<file path="src/rtl/core/slk_pkg.sv">
`timescale 1ns / 1ps

package slk_pkg;

   localparam int QUEUE_DEPTH      = 8;
   localparam int QUEUE_AW         = $clog2(QUEUE_DEPTH);
   localparam int QUEUE_CW         = $clog2(QUEUE_DEPTH + 1);
   localparam int ITEM_QUEUE_DEPTH = 2;
   localparam int ITEM_QUEUE_AW    = $clog2(ITEM_QUEUE_DEPTH);
   localparam int ITEM_QUEUE_CW    = $clog2(ITEM_QUEUE_DEPTH + 1);

   localparam logic [1:0] FUNC_ENQUEUE = 2'd0;
   localparam logic [1:0] FUNC_STATUS  = 2'd1;
   localparam logic [1:0] FUNC_TICK    = 2'd2;

   localparam logic [1:0] TX_NONE  = 2'd0;
   localparam logic [1:0] TX_NEW   = 2'd1;
   localparam logic [1:0] TX_RETRY = 2'd2;
   localparam logic [1:0] TX_POLL  = 2'd3;

   localparam logic [3:0] POLL_CODE = 4'd0;

   localparam logic [1:0] CSR_ACK_TIMEOUT   = 2'd0;
   localparam logic [1:0] CSR_MAX_RETRIES   = 2'd1;
   localparam logic [1:0] CSR_POLL_INTERVAL = 2'd2;
   localparam logic [1:0] CSR_LINK_TIMEOUT  = 2'd3;

   localparam logic [15:0] ACK_TIMEOUT_RESET   = 16'd200;
   localparam logic [3:0]  MAX_RETRIES_RESET   = 4'd3;
   localparam logic [15:0] POLL_INTERVAL_RESET = 16'd100;
   localparam logic [15:0] LINK_TIMEOUT_RESET  = 16'd1000;

   typedef struct packed {
      logic is_enqueue;
      logic is_status;
      logic is_tick;
   } class_type;

   typedef struct packed {
      class_type          cls;
      logic [31:0]        time_ms;
      logic [3:0]         command_code;
      logic               side;
      logic signed [31:0] reference_milligrams;
      logic [7:0]         status_sequence;
      logic [7:0]         ack_sequence;
   } item_type;

   typedef struct packed {
      logic [3:0]         code;
      logic               side;
      logic signed [31:0] ref_mg;
   } entry_type;

   typedef struct packed {
      logic               accepted;
      logic               fresh;
      logic               acked;
      logic               cmd_dropped;
      logic [1:0]         tx_kind;
      logic [7:0]         tx_sequence;
      logic [3:0]         tx_command;
      logic               tx_side;
      logic signed [31:0] tx_reference;
      logic [3:0]         retry_number;
      logic               link_up;
   } result_type;

endpackage

</file>
<file path="src/rtl/core/slk_req_if.sv">
`timescale 1ns / 1ps

interface slk_req_if;
   logic               valid;
   logic               ready;
   logic [1:0]         func;
   logic [31:0]        time_ms;
   logic [3:0]         command_code;
   logic               side;
   logic signed [31:0] reference_milligrams;
   logic [7:0]         status_sequence;
   logic [7:0]         ack_sequence;

   modport source (output valid, func, time_ms, command_code, side, reference_milligrams,
                   status_sequence, ack_sequence, input ready);
   modport sink (input valid, func, time_ms, command_code, side, reference_milligrams,
                 status_sequence, ack_sequence, output ready);
endinterface

</file>
<file path="src/rtl/core/slk_rsp_if.sv">
`timescale 1ns / 1ps

interface slk_rsp_if;
   logic               valid;
   logic               ready;
   logic               accepted;
   logic               fresh;
   logic               acked;
   logic               cmd_dropped;
   logic [1:0]         tx_kind;
   logic [7:0]         tx_sequence;
   logic [3:0]         tx_command;
   logic               tx_side;
   logic signed [31:0] tx_reference;
   logic [3:0]         retry_number;
   logic               link_up;

   modport source (output valid, accepted, fresh, acked, cmd_dropped, tx_kind,
                   tx_sequence, tx_command, tx_side, tx_reference, retry_number, link_up,
                   input ready);
   modport sink (input valid, accepted, fresh, acked, cmd_dropped, tx_kind,
                 tx_sequence, tx_command, tx_side, tx_reference, retry_number, link_up,
                 output ready);
endinterface

</file>
<file path="src/rtl/core/slk_csr_if.sv">
`timescale 1ns / 1ps

interface slk_csr_if;
   logic        valid;
   logic        ready;
   logic [1:0]  index;
   logic [15:0] data;

   modport source (output valid, index, data, input ready);
   modport sink (input valid, index, data, output ready);
endinterface

</file>
<file path="src/rtl/core/stop_and_wait_command_link.sv">
`timescale 1ns / 1ps

// Host side of a stop-and-wait command link: enqueue, status and tick items each give one
// result. An accepted item lands in a two-entry item queue, and the back end executes the
// head item once its result register is free; one item per cycle is sustained while
// rsp_ch.ready stays high, set by the back end's single execute step per item. Either
// side may stall without stalling the other until the item queue is full. Configuration
// writes are always taken (csr_ch.ready is tied high) and take effect on the next item.
module stop_and_wait_command_link (
   input  logic        clock,
   input  logic        reset,
   slk_req_if.sink     req_ch,
   slk_rsp_if.source   rsp_ch,
   slk_csr_if.sink     csr_ch
);

   logic               item_valid;
   slk_pkg::item_type  item_data;
   logic               item_pop;

   slk_front u_front (
      .clock      (clock),
      .reset      (reset),
      .req_ch     (req_ch),
      .item_valid (item_valid),
      .item_data  (item_data),
      .item_pop   (item_pop)
   );

   slk_back u_back (
      .clock      (clock),
      .reset      (reset),
      .item_valid (item_valid),
      .item_data  (item_data),
      .item_pop   (item_pop),
      .csr_ch     (csr_ch),
      .rsp_ch     (rsp_ch)
   );

endmodule

</file>
<file path="src/rtl/core/slk_front.sv">
`timescale 1ns / 1ps

module slk_front (
   input  logic                clock,
   input  logic                reset,
   slk_req_if.sink             req_ch,
   output logic                item_valid,
   output slk_pkg::item_type   item_data,
   input  logic                item_pop
);

   slk_pkg::item_type                         items_ff [slk_pkg::ITEM_QUEUE_DEPTH];
   logic [slk_pkg::ITEM_QUEUE_AW-1:0]         wr_ptr_ff, wr_ptr_in;
   logic [slk_pkg::ITEM_QUEUE_AW-1:0]         rd_ptr_ff, rd_ptr_in;
   logic [slk_pkg::ITEM_QUEUE_CW-1:0]         count_ff, count_in;
   slk_pkg::item_type                         incoming;
   logic                                      push;
   logic                                      pop;

   assign req_ch.ready = (count_ff < slk_pkg::ITEM_QUEUE_CW'(slk_pkg::ITEM_QUEUE_DEPTH));
   assign push         = req_ch.valid && req_ch.ready;
   assign item_valid   = (count_ff != '0);
   assign pop          = item_pop && item_valid;
   assign item_data    = items_ff[rd_ptr_ff];

   always_comb begin
      incoming.cls.is_enqueue       = (req_ch.func == slk_pkg::FUNC_ENQUEUE);
      incoming.cls.is_status        = (req_ch.func == slk_pkg::FUNC_STATUS);
      incoming.cls.is_tick          = (req_ch.func == slk_pkg::FUNC_TICK);
      incoming.time_ms              = req_ch.time_ms;
      incoming.command_code         = req_ch.command_code;
      incoming.side                 = req_ch.side;
      incoming.reference_milligrams = req_ch.reference_milligrams;
      incoming.status_sequence      = req_ch.status_sequence;
      incoming.ack_sequence         = req_ch.ack_sequence;
   end

   always_comb begin
      wr_ptr_in = wr_ptr_ff;
      rd_ptr_in = rd_ptr_ff;
      count_in  = count_ff;
      if (push) begin
         wr_ptr_in = (wr_ptr_ff == slk_pkg::ITEM_QUEUE_AW'(slk_pkg::ITEM_QUEUE_DEPTH - 1)) ?
                     '0 : wr_ptr_ff + 1'b1;
      end
      if (pop) begin
         rd_ptr_in = (rd_ptr_ff == slk_pkg::ITEM_QUEUE_AW'(slk_pkg::ITEM_QUEUE_DEPTH - 1)) ?
                     '0 : rd_ptr_ff + 1'b1;
      end
      case ({push, pop})
         2'b10:   count_in = count_ff + 1'b1;
         2'b01:   count_in = count_ff - 1'b1;
         default: count_in = count_ff;
      endcase
   end

   always_ff @(posedge clock) begin
      if (reset) begin
         wr_ptr_ff <= '0;
         rd_ptr_ff <= '0;
         count_ff  <= '0;
      end else begin
         wr_ptr_ff <= wr_ptr_in;
         rd_ptr_ff <= rd_ptr_in;
         count_ff  <= count_in;
      end
   end

   always_ff @(posedge clock) begin
      if (push) begin
         items_ff[wr_ptr_ff] <= incoming;
      end
   end

endmodule

</file>
<file path="src/rtl/core/slk_back.sv">
`timescale 1ns / 1ps

module slk_back (
   input  logic                clock,
   input  logic                reset,
   input  logic                item_valid,
   input  slk_pkg::item_type   item_data,
   output logic                item_pop,
   slk_csr_if.sink             csr_ch,
   slk_rsp_if.source           rsp_ch
);

   logic [15:0] ack_timeout_ff;
   logic [3:0]  max_retries_ff;
   logic [15:0] poll_interval_ff;
   logic [15:0] link_timeout_ff;

   slk_pkg::entry_type                  qmem [slk_pkg::QUEUE_DEPTH];
   logic [slk_pkg::QUEUE_AW-1:0]        head_ff, head_in;
   logic [slk_pkg::QUEUE_AW-1:0]        tail_ff, tail_in;
   logic [slk_pkg::QUEUE_CW-1:0]        count_ff, count_in;
   logic                                in_flight_ff, in_flight_in;
   slk_pkg::entry_type                  ife_ff, ife_in;
   logic [7:0]                          if_seq_ff, if_seq_in;
   logic [3:0]                          retry_ff, retry_in;
   logic [31:0]                         sent_ff, sent_in;
   logic [7:0]                          seq_ff, seq_in;
   logic [31:0]                         last_poll_ff, last_poll_in;
   logic                                polled_ff, polled_in;
   logic                                have_ff, have_in;
   logic [7:0]                          last_sseq_ff, last_sseq_in;
   logic [31:0]                         last_valid_ff, last_valid_in;

   logic                                rsp_valid_ff, rsp_valid_in;
   slk_pkg::result_type                 rsp_ff;
   slk_pkg::result_type                 res;
   logic                                go;
   logic                                qwrite;
   logic                                carry_on;
   logic [31:0]                         t;
   logic [31:0]                         ack_age;
   logic [31:0]                         poll_age;
   logic [31:0]                         link_age;
   slk_pkg::entry_type                  new_entry;

   assign csr_ch.ready = 1'b1;
   assign go           = item_valid && (!rsp_valid_ff || rsp_ch.ready);
   assign item_pop     = go;
   assign t            = item_data.time_ms;
   assign ack_age      = t - sent_ff;
   assign poll_age     = t - last_poll_ff;
   assign link_age     = t - last_valid_in;

   always_comb begin
      new_entry.code   = item_data.command_code;
      new_entry.side   = item_data.side;
      new_entry.ref_mg = item_data.reference_milligrams;
   end

   always_comb begin
      head_in       = head_ff;
      tail_in       = tail_ff;
      count_in      = count_ff;
      in_flight_in  = in_flight_ff;
      ife_in        = ife_ff;
      if_seq_in     = if_seq_ff;
      retry_in      = retry_ff;
      sent_in       = sent_ff;
      seq_in        = seq_ff;
      last_poll_in  = last_poll_ff;
      polled_in     = polled_ff;
      have_in       = have_ff;
      last_sseq_in  = last_sseq_ff;
      last_valid_in = last_valid_ff;
      qwrite        = 1'b0;
      carry_on      = 1'b0;
      res           = '0;

      if (item_data.cls.is_enqueue) begin
         if (count_ff < slk_pkg::QUEUE_CW'(slk_pkg::QUEUE_DEPTH)) begin
            qwrite       = 1'b1;
            tail_in      = (tail_ff == slk_pkg::QUEUE_AW'(slk_pkg::QUEUE_DEPTH - 1)) ?
                           '0 : tail_ff + 1'b1;
            count_in     = count_ff + 1'b1;
            res.accepted = 1'b1;
         end
      end else if (item_data.cls.is_status) begin
         res.fresh     = !have_ff || (item_data.status_sequence != last_sseq_ff);
         last_sseq_in  = item_data.status_sequence;
         have_in       = 1'b1;
         last_valid_in = t;
         if (in_flight_ff && (item_data.ack_sequence == if_seq_ff)) begin
            in_flight_in = 1'b0;
            retry_in     = '0;
            res.acked    = 1'b1;
         end
      end else if (item_data.cls.is_tick) begin
         if (in_flight_ff) begin
            if (ack_age >= {16'd0, ack_timeout_ff}) begin
               if (retry_ff >= max_retries_ff) begin
                  res.cmd_dropped = 1'b1;
                  in_flight_in    = 1'b0;
                  retry_in        = '0;
                  carry_on        = 1'b1;
               end else begin
                  retry_in         = retry_ff + 1'b1;
                  sent_in          = t;
                  last_poll_in     = t;
                  polled_in        = 1'b1;
                  res.tx_kind      = slk_pkg::TX_RETRY;
                  res.tx_sequence  = if_seq_ff;
                  res.tx_command   = ife_ff.code;
                  res.tx_side      = ife_ff.side;
                  res.tx_reference = ife_ff.ref_mg;
               end
            end
         end else begin
            carry_on = 1'b1;
         end
         if (carry_on) begin
            if (count_ff != '0) begin
               ife_in           = qmem[head_ff];
               head_in          = (head_ff == slk_pkg::QUEUE_AW'(slk_pkg::QUEUE_DEPTH - 1)) ?
                                  '0 : head_ff + 1'b1;
               count_in         = count_ff - 1'b1;
               seq_in           = seq_ff + 1'b1;
               if_seq_in        = seq_ff + 1'b1;
               in_flight_in     = 1'b1;
               retry_in         = '0;
               sent_in          = t;
               last_poll_in     = t;
               polled_in        = 1'b1;
               res.tx_kind      = slk_pkg::TX_NEW;
               res.tx_sequence  = seq_ff + 1'b1;
               res.tx_command   = qmem[head_ff].code;
               res.tx_side      = qmem[head_ff].side;
               res.tx_reference = qmem[head_ff].ref_mg;
            end else if (!polled_ff || (poll_age >= {16'd0, poll_interval_ff})) begin
               seq_in           = seq_ff + 1'b1;
               last_poll_in     = t;
               polled_in        = 1'b1;
               res.tx_kind      = slk_pkg::TX_POLL;
               res.tx_sequence  = seq_ff + 1'b1;
               res.tx_command   = slk_pkg::POLL_CODE;
               res.tx_side      = 1'b0;
               res.tx_reference = '0;
            end
         end
      end

      res.retry_number = retry_in;
      res.link_up      = have_in && (link_age <= {16'd0, link_timeout_ff});
   end

   always_comb begin
      rsp_valid_in = rsp_valid_ff;
      if (go) begin
         rsp_valid_in = 1'b1;
      end else if (rsp_ch.ready) begin
         rsp_valid_in = 1'b0;
      end
   end

   always_ff @(posedge clock) begin
      if (reset) begin
         ack_timeout_ff   <= slk_pkg::ACK_TIMEOUT_RESET;
         max_retries_ff   <= slk_pkg::MAX_RETRIES_RESET;
         poll_interval_ff <= slk_pkg::POLL_INTERVAL_RESET;
         link_timeout_ff  <= slk_pkg::LINK_TIMEOUT_RESET;
      end else if (csr_ch.valid) begin
         case (csr_ch.index)
            slk_pkg::CSR_ACK_TIMEOUT:   ack_timeout_ff   <= csr_ch.data;
            slk_pkg::CSR_MAX_RETRIES:   max_retries_ff   <= csr_ch.data[3:0];
            slk_pkg::CSR_POLL_INTERVAL: poll_interval_ff <= csr_ch.data;
            slk_pkg::CSR_LINK_TIMEOUT:  link_timeout_ff  <= csr_ch.data;
            default: ;
         endcase
      end
   end

   always_ff @(posedge clock) begin
      if (reset) begin
         head_ff       <= '0;
         tail_ff       <= '0;
         count_ff      <= '0;
         in_flight_ff  <= 1'b0;
         ife_ff        <= '0;
         if_seq_ff     <= '0;
         retry_ff      <= '0;
         sent_ff       <= '0;
         seq_ff        <= '0;
         last_poll_ff  <= '0;
         polled_ff     <= 1'b0;
         have_ff       <= 1'b0;
         last_sseq_ff  <= '0;
         last_valid_ff <= '0;
         rsp_valid_ff  <= 1'b0;
      end else begin
         rsp_valid_ff <= rsp_valid_in;
         if (go) begin
            head_ff       <= head_in;
            tail_ff       <= tail_in;
            count_ff      <= count_in;
            in_flight_ff  <= in_flight_in;
            ife_ff        <= ife_in;
            if_seq_ff     <= if_seq_in;
            retry_ff      <= retry_in;
            sent_ff       <= sent_in;
            seq_ff        <= seq_in;
            last_poll_ff  <= last_poll_in;
            polled_ff     <= polled_in;
            have_ff       <= have_in;
            last_sseq_ff  <= last_sseq_in;
            last_valid_ff <= last_valid_in;
         end
      end
   end

   always_ff @(posedge clock) begin
      if (go) begin
         rsp_ff <= res;
      end
      if (go && qwrite) begin
         qmem[tail_ff] <= new_entry;
      end
   end

   assign rsp_ch.valid        = rsp_valid_ff;
   assign rsp_ch.accepted     = rsp_ff.accepted;
   assign rsp_ch.fresh        = rsp_ff.fresh;
   assign rsp_ch.acked        = rsp_ff.acked;
   assign rsp_ch.cmd_dropped  = rsp_ff.cmd_dropped;
   assign rsp_ch.tx_kind      = rsp_ff.tx_kind;
   assign rsp_ch.tx_sequence  = rsp_ff.tx_sequence;
   assign rsp_ch.tx_command   = rsp_ff.tx_command;
   assign rsp_ch.tx_side      = rsp_ff.tx_side;
   assign rsp_ch.tx_reference = rsp_ff.tx_reference;
   assign rsp_ch.retry_number = rsp_ff.retry_number;
   assign rsp_ch.link_up      = rsp_ff.link_up;

endmodule

</file>
<file path="src/flat_wrapper.sv">
// flat-port wrapper written by rule: the top's interface ports become plain ports
module stop_and_wait_command_link_flat 
  (clock, reset, req_ch_valid, req_ch_func, req_ch_time_ms, req_ch_command_code, req_ch_side, req_ch_reference_milligrams, req_ch_status_sequence, req_ch_ack_sequence, req_ch_ready, rsp_ch_valid, rsp_ch_accepted, rsp_ch_fresh, rsp_ch_acked, rsp_ch_cmd_dropped, rsp_ch_tx_kind, rsp_ch_tx_sequence, rsp_ch_tx_command, rsp_ch_tx_side, rsp_ch_tx_reference, rsp_ch_retry_number, rsp_ch_link_up, rsp_ch_ready, csr_ch_valid, csr_ch_index, csr_ch_data, csr_ch_ready);
  slk_req_if req_ch_i ();
  slk_rsp_if rsp_ch_i ();
  slk_csr_if csr_ch_i ();
  input  logic clock;
  input  logic reset;
  input wire logic [$bits(req_ch_i.valid)-1:0] req_ch_valid;
  input wire logic [$bits(req_ch_i.func)-1:0] req_ch_func;
  input wire logic [$bits(req_ch_i.time_ms)-1:0] req_ch_time_ms;
  input wire logic [$bits(req_ch_i.command_code)-1:0] req_ch_command_code;
  input wire logic [$bits(req_ch_i.side)-1:0] req_ch_side;
  input wire logic [$bits(req_ch_i.reference_milligrams)-1:0] req_ch_reference_milligrams;
  input wire logic [$bits(req_ch_i.status_sequence)-1:0] req_ch_status_sequence;
  input wire logic [$bits(req_ch_i.ack_sequence)-1:0] req_ch_ack_sequence;
  output wire logic [$bits(req_ch_i.ready)-1:0] req_ch_ready;
  output wire logic [$bits(rsp_ch_i.valid)-1:0] rsp_ch_valid;
  output wire logic [$bits(rsp_ch_i.accepted)-1:0] rsp_ch_accepted;
  output wire logic [$bits(rsp_ch_i.fresh)-1:0] rsp_ch_fresh;
  output wire logic [$bits(rsp_ch_i.acked)-1:0] rsp_ch_acked;
  output wire logic [$bits(rsp_ch_i.cmd_dropped)-1:0] rsp_ch_cmd_dropped;
  output wire logic [$bits(rsp_ch_i.tx_kind)-1:0] rsp_ch_tx_kind;
  output wire logic [$bits(rsp_ch_i.tx_sequence)-1:0] rsp_ch_tx_sequence;
  output wire logic [$bits(rsp_ch_i.tx_command)-1:0] rsp_ch_tx_command;
  output wire logic [$bits(rsp_ch_i.tx_side)-1:0] rsp_ch_tx_side;
  output wire logic [$bits(rsp_ch_i.tx_reference)-1:0] rsp_ch_tx_reference;
  output wire logic [$bits(rsp_ch_i.retry_number)-1:0] rsp_ch_retry_number;
  output wire logic [$bits(rsp_ch_i.link_up)-1:0] rsp_ch_link_up;
  input wire logic [$bits(rsp_ch_i.ready)-1:0] rsp_ch_ready;
  input wire logic [$bits(csr_ch_i.valid)-1:0] csr_ch_valid;
  input wire logic [$bits(csr_ch_i.index)-1:0] csr_ch_index;
  input wire logic [$bits(csr_ch_i.data)-1:0] csr_ch_data;
  output wire logic [$bits(csr_ch_i.ready)-1:0] csr_ch_ready;
  assign req_ch_i.valid = req_ch_valid;
  assign req_ch_i.func = req_ch_func;
  assign req_ch_i.time_ms = req_ch_time_ms;
  assign req_ch_i.command_code = req_ch_command_code;
  assign req_ch_i.side = req_ch_side;
  assign req_ch_i.reference_milligrams = req_ch_reference_milligrams;
  assign req_ch_i.status_sequence = req_ch_status_sequence;
  assign req_ch_i.ack_sequence = req_ch_ack_sequence;
  assign req_ch_ready = req_ch_i.ready;
  assign rsp_ch_valid = rsp_ch_i.valid;
  assign rsp_ch_accepted = rsp_ch_i.accepted;
  assign rsp_ch_fresh = rsp_ch_i.fresh;
  assign rsp_ch_acked = rsp_ch_i.acked;
  assign rsp_ch_cmd_dropped = rsp_ch_i.cmd_dropped;
  assign rsp_ch_tx_kind = rsp_ch_i.tx_kind;
  assign rsp_ch_tx_sequence = rsp_ch_i.tx_sequence;
  assign rsp_ch_tx_command = rsp_ch_i.tx_command;
  assign rsp_ch_tx_side = rsp_ch_i.tx_side;
  assign rsp_ch_tx_reference = rsp_ch_i.tx_reference;
  assign rsp_ch_retry_number = rsp_ch_i.retry_number;
  assign rsp_ch_link_up = rsp_ch_i.link_up;
  assign rsp_ch_i.ready = rsp_ch_ready;
  assign csr_ch_i.valid = csr_ch_valid;
  assign csr_ch_i.index = csr_ch_index;
  assign csr_ch_i.data = csr_ch_data;
  assign csr_ch_ready = csr_ch_i.ready;
  stop_and_wait_command_link u_core (.clock(clock), .reset(reset), .req_ch(req_ch_i), .rsp_ch(rsp_ch_i), .csr_ch(csr_ch_i));
endmodule
</file>
<file path="config.mk">
export PLATFORM = sky130hd
export DESIGN_NAME = stop_and_wait_command_link_flat
export DESIGN_NICKNAME = d
export VERILOG_FILES = /design/src/rtl/core/slk_pkg.sv /design/src/rtl/core/slk_req_if.sv /design/src/rtl/core/slk_rsp_if.sv /design/src/rtl/core/slk_csr_if.sv /design/src/rtl/core/stop_and_wait_command_link.sv /design/src/rtl/core/slk_front.sv /design/src/rtl/core/slk_back.sv /design/src/flat_wrapper.sv
export SDC_FILE = /design/constraint.sdc
export NUM_CORES = 1
export LEC_CHECK = 0
export BUFFER_PORTS_ARGS = -buffer_cell sky130_fd_sc_hd__clkbuf_2
export CAP_MARGIN = 20
export CORE_ASPECT_RATIO = 1.75
export CORE_UTILIZATION = 48
export DETAILED_ROUTE_END_ITERATION = 8
export PLACE_DENSITY = 0.68
export SLEW_MARGIN = 40
export SYNTH_ARGS = -nofsm -noshare
export SYNTH_HDL_FRONTEND = slang
export SYNTH_HIERARCHICAL = 1
export SYNTH_SLANG_ARGS = --single-unit
</file>
<file path="constraint.sdc">
create_clock -name clock -period 13.2 [get_ports clock]
set_input_delay 2.64 -clock clock [delete_from_list [all_inputs] [get_ports clock]]
set_output_delay 2.64 -clock clock [all_outputs]
set_load 0.05 [all_outputs]
</file>
==> results.sh <==
export IMPL_portBuffers=167
export IMPL_synth_seq_cells=763
export IMPL_rsz0062_at_grt="no"
export IMPL_fin_setup_tns_ns=0
export IMPL_clock_root_buffer="clkbuf_16"
export IMPL_min_period_over_period=0.611
export IMPL_highest_layer="met5"
export IMPL_clkLatencyLatePin_ns=0.63
export IMPL_cts_tree="yes"
export IMPL_cp_required_ns=13.67
export IMPL_first_iter_violations=1481
export IMPL_ys_flop_type="edfxtp_1"
export IMPL_ant_nets=0
export IMPL_final_common_cell="edfxtp_1"
export IMPL_antenna_found_initial=5
export IMPL_p_per_area_mw_per_mm2=230
export IMPL_cts_resized=0
export IMPL_htreeDepth=3
export IMPL_wl_met2_um=50400
export IMPL_die_y_um=365
export IMPL_rrSetupSlack_ns=5.13
export IMPL_syn_area_mm2=0.0362
export IMPL_slew_headroom=0.376
export IMPL_yosysTopAreaCell="edfxtp_1"
export IMPL_wl_per_cell_um=23.4
export IMPL_drive_above_1_share=0.175
export IMPL_coreArea_mm2=0.0743
export IMPL_min_to="u_core/u_back/ack_timeout_ff[11]$_SDFFE_PP0P_"
export IMPL_cts_sinks=763
export IMPL_fmax_mhz=124
export IMPL_grt_max_degree=87
export IMPL_cp_end_kind="flop"
export IMPL_area_growth_pct=11.1
export IMPL_initial_core_util=0.487
export IMPL_irDropWorstVdd_uv=161
export IMPL_vias_per_cell=5.99
export IMPL_skew_ns=0.0303
export IMPL_synth_seq_area_share=0.568
export IMPL_grt_pass1_vias=25000
export IMPL_netlist_instances=2905
export IMPL_hpwl_um=64200
export IMPL_placed_area_mm2=0.0379
export IMPL_min_delay_start="u_core/u_back/ack_timeout_ff[11]$_SDFFE_PP0P_"
export IMPL_status="complete, no violations"
export IMPL_arrival_ns=8.54
export IMPL_drc_errors=0
export IMPL_wl_met1_um=34300
export IMPL_max_cap_viol_count=0
export IMPL_die_area_mm2=0.0765
export IMPL_hold_viol_final=0
export IMPL_slew_violations=0
export IMPL_synth_edf_count=528
export IMPL_yosys_warnings=6
export IMPL_grt_first_pass_wirelength_um=143000
export IMPL_reg2regPathDepth=20
export IMPL_final_core_util=0.541
export IMPL_place_gp_congestion=0.932
export IMPL_io_pins=169
export IMPL_die_x_um=210
export IMPL_async_flop_share=0
export IMPL_rr_endpoint="u_core/u_back/last_poll_ff[13]$_SDFFE_PP0P_"
export IMPL_clk_pin_slew_ns=0.06
export IMPL_fp_row_count=132
export IMPL_hold_path_class="flop to flop"
export IMPL_tightest_slew_ns=0.927
export IMPL_antenna_cells=0
export IMPL_crit_type="flop to flop"
export IMPL_routed_via_count=24100
export IMPL_grt_usage=0.246
export IMPL_totalWireLength_um=94300
export IMPL_synth_cell_types=91
export IMPL_setup_viol=0
export IMPL_post_cts_buffers=0
export IMPL_post_route_min_period_ns=8.07
export IMPL_fillers=6238
export IMPL_dpl_worst_slack_ns=5.23
export IMPL_grt_ovfl_total=0
export IMPL_syn_nets=3174
export IMPL_fin_ws_ns=5.13
export IMPL_cts_path_max_buffers=3
export IMPL_nets=3299
export IMPL_start_kind="flop"
export IMPL_fin_area_mm2=0.0402
export IMPL_cts_buffers=70
export IMPL_synth_area_top_cells="edfxtp_1, dfxtp_1, ha_1"
export IMPL_worstHoldPathCells=2
export IMPL_leakage_nw=14.1
export IMPL_synth_top_cell_area_share=0.438
export IMPL_critical_path_max_fanout=47
export IMPL_wl_met3_um=5340
export IMPL_postCtsHoldBufs=0
export IMPL_final_cell_mix="edfxtp_1, nor2_1, dfxtp_1"
export IMPL_drt_pass1_iterations=5
export IMPL_syn_area_per_cell_um2=12.5
critical path, cell delays in order (launching register included):
cell and delay (ns):
dfxtp_4 0.90, buf_4 0.68, mux2_2 0.49, ha_1 0.39, o211ai_1 0.11, a21oi_1 0.42
o21ai_1 0.37, a21oi_1 0.28, xor2_1 0.24, ha_1 0.28, and4_1 0.19, a21oi_1 0.19
nand3b_1 0.10, o21ai_1 0.49, nand4_1 0.29, a2111oi_0 0.51, nand4_1 0.29, nor4b_2 0.59
a211o_4 0.64, mux2i_1 0.27, nor2_1 0.07
logic make-up (layout without fill, tap and decap cells):
kind of cell | after synthesis | after routing | synth area share
adders and majority gates | 159 | 159 | 0.0558
muxes | 349 | 349 | 0.127
xor gates and xnor gates | 84 | 84 | 0.0203
and+or+nand+nor | 711 | 711 | 0.0919
other | 1 | 1 | 0.000104
DFF | 763 | 763 | 0.568
AOI/OAI and AO/OA | 550 | 550 | 0.103
buffers and inverters | 288 | 471 | 0.0340
metal layers:
layer,GRT usage,vias to the layer above
li1,-,11100
met1,0.261,12000
met2,0.466,739
met3,0.0458,211
met4,0.120,10
met5,0,-
report_power, final:
part	internal (mW)	switching (mW)
clock network	1.14	0.909
logic	1.43	2.57
registers	3.02	0.179
total	5.59	3.66
sequential cells by signal, indices dropped and copies added (netlist names), 4 cells and up, named ones only:
| signal | count |
|---|---|
| u_core/u_back/rsp_ch.tx_command | 4 |
| u_core/u_back/ack_timeout_ff | 16 |
| u_core/u_back/seq_ff | 8 |
| u_core/u_back/last_poll_ff | 32 |
| u_core/u_back/link_timeout_ff | 16 |
| u_core/u_back/if_seq_ff | 8 |
| u_core/u_back/sent_ff | 32 |
| u_core/u_back/last_sseq_ff | 8 |
| u_core/u_front/items_ff | 176 |
| u_core/u_back/retry_ff | 4 |
| u_core/u_back/qmem | 296 |
| u_core/u_back/rsp_ch.tx_sequence | 8 |
| u_core/u_back/count_ff | 4 |
| u_core/u_back/rsp_ch.tx_reference | 32 |
| u_core/u_back/poll_interval_ff | 16 |
| u_core/u_back/max_retries_ff | 4 |
| u_core/u_back/rsp_ch.retry_number | 4 |
| u_core/u_back/last_valid_ff | 32 |
| u_core/u_back/ife_ff | 37 |
metrics by stage:
stage	total power, mW	hold WS (ns)	cells
floorplan	6.09	0.432	2905
global placement	7.09	0.444	3896
detailed placement	7.19	0.447	3896
CTS	9.26	0.455	4026
global route	9.73	0.479	4026
finish	9.25	0.457	4026
worst max-delay path by stage:
stage	startpoint	cells past startpoint	to	slack, ns
after global routing	flop	20	u_core/u_back/last_poll_ff[4]$_SDFFE_PP0P_	4.86
after detailed placement	flop	20	u_core/u_back/last_poll_ff[30]$_SDFFE_PP0P_	5.23
after CTS	flop	20	u_core/u_back/last_poll_ff[13]$_SDFFE_PP0P_	5.16
after floorplan	rsp_ch_ready	4	u_core/u_back/qmem[0][0]$_DFFE_PP_	6.06
final	flop	20	u_core/u_back/last_poll_ff[13]$_SDFFE_PP0P_	5.13
after global placement	flop	20	u_core/u_back/last_poll_ff[21]$_SDFFE_PP0P_	4.73
Yosys cell counts, types with 7 or more instances:
| cell type | instances |
|---|---|
| edfxtp_1 | 528 |
| nor2_1 | 255 |
| dfxtp_1 | 235 |
| nand2_1 | 202 |
| a21oi_1 | 166 |
| ha_1 | 155 |
| inv_1 | 148 |
| mux2i_1 | 147 |
| mux2_2 | 126 |
| clkbuf_1 | 93 |
| o21ai_0 | 77 |
| mux4_2 | 74 |
| xnor2_1 | 62 |
| a21o_1 | 56 |
| a211oi_1 | 51 |
| a32o_1 | 38 |
| nor3_1 | 38 |
| nand3_1 | 37 |
| nand4_1 | 31 |
| nand2b_1 | 27 |
| o211ai_1 | 25 |
| and3_1 | 22 |
| o21a_1 | 22 |
| xor2_1 | 22 |
| nor2b_1 | 21 |
| a31oi_1 | 20 |
| buf_2 | 20 |
| nor4_1 | 13 |
| or3_1 | 12 |
| and2_1 | 11 |
| buf_1 | 10 |
| nand3b_1 | 9 |
| a2111oi_0 | 8 |
| buf_4 | 8 |
| o31ai_1 | 7 |
layout make-up:
cell class                      instances  area (µm²)  area share
Clock buffer                           96        1890      0.0470
Clock inverter                         34         430      0.0107
Inverter                              148         561      0.0139
Multi-Input combinational cell       1854       14500       0.361
Timing Repair Buffer                  193        1060      0.0265
Sequential cell                       763       20600       0.512
Tap cell                              938        1170      0.0292
Note: power is estimated with default switching activity, not from simulation.
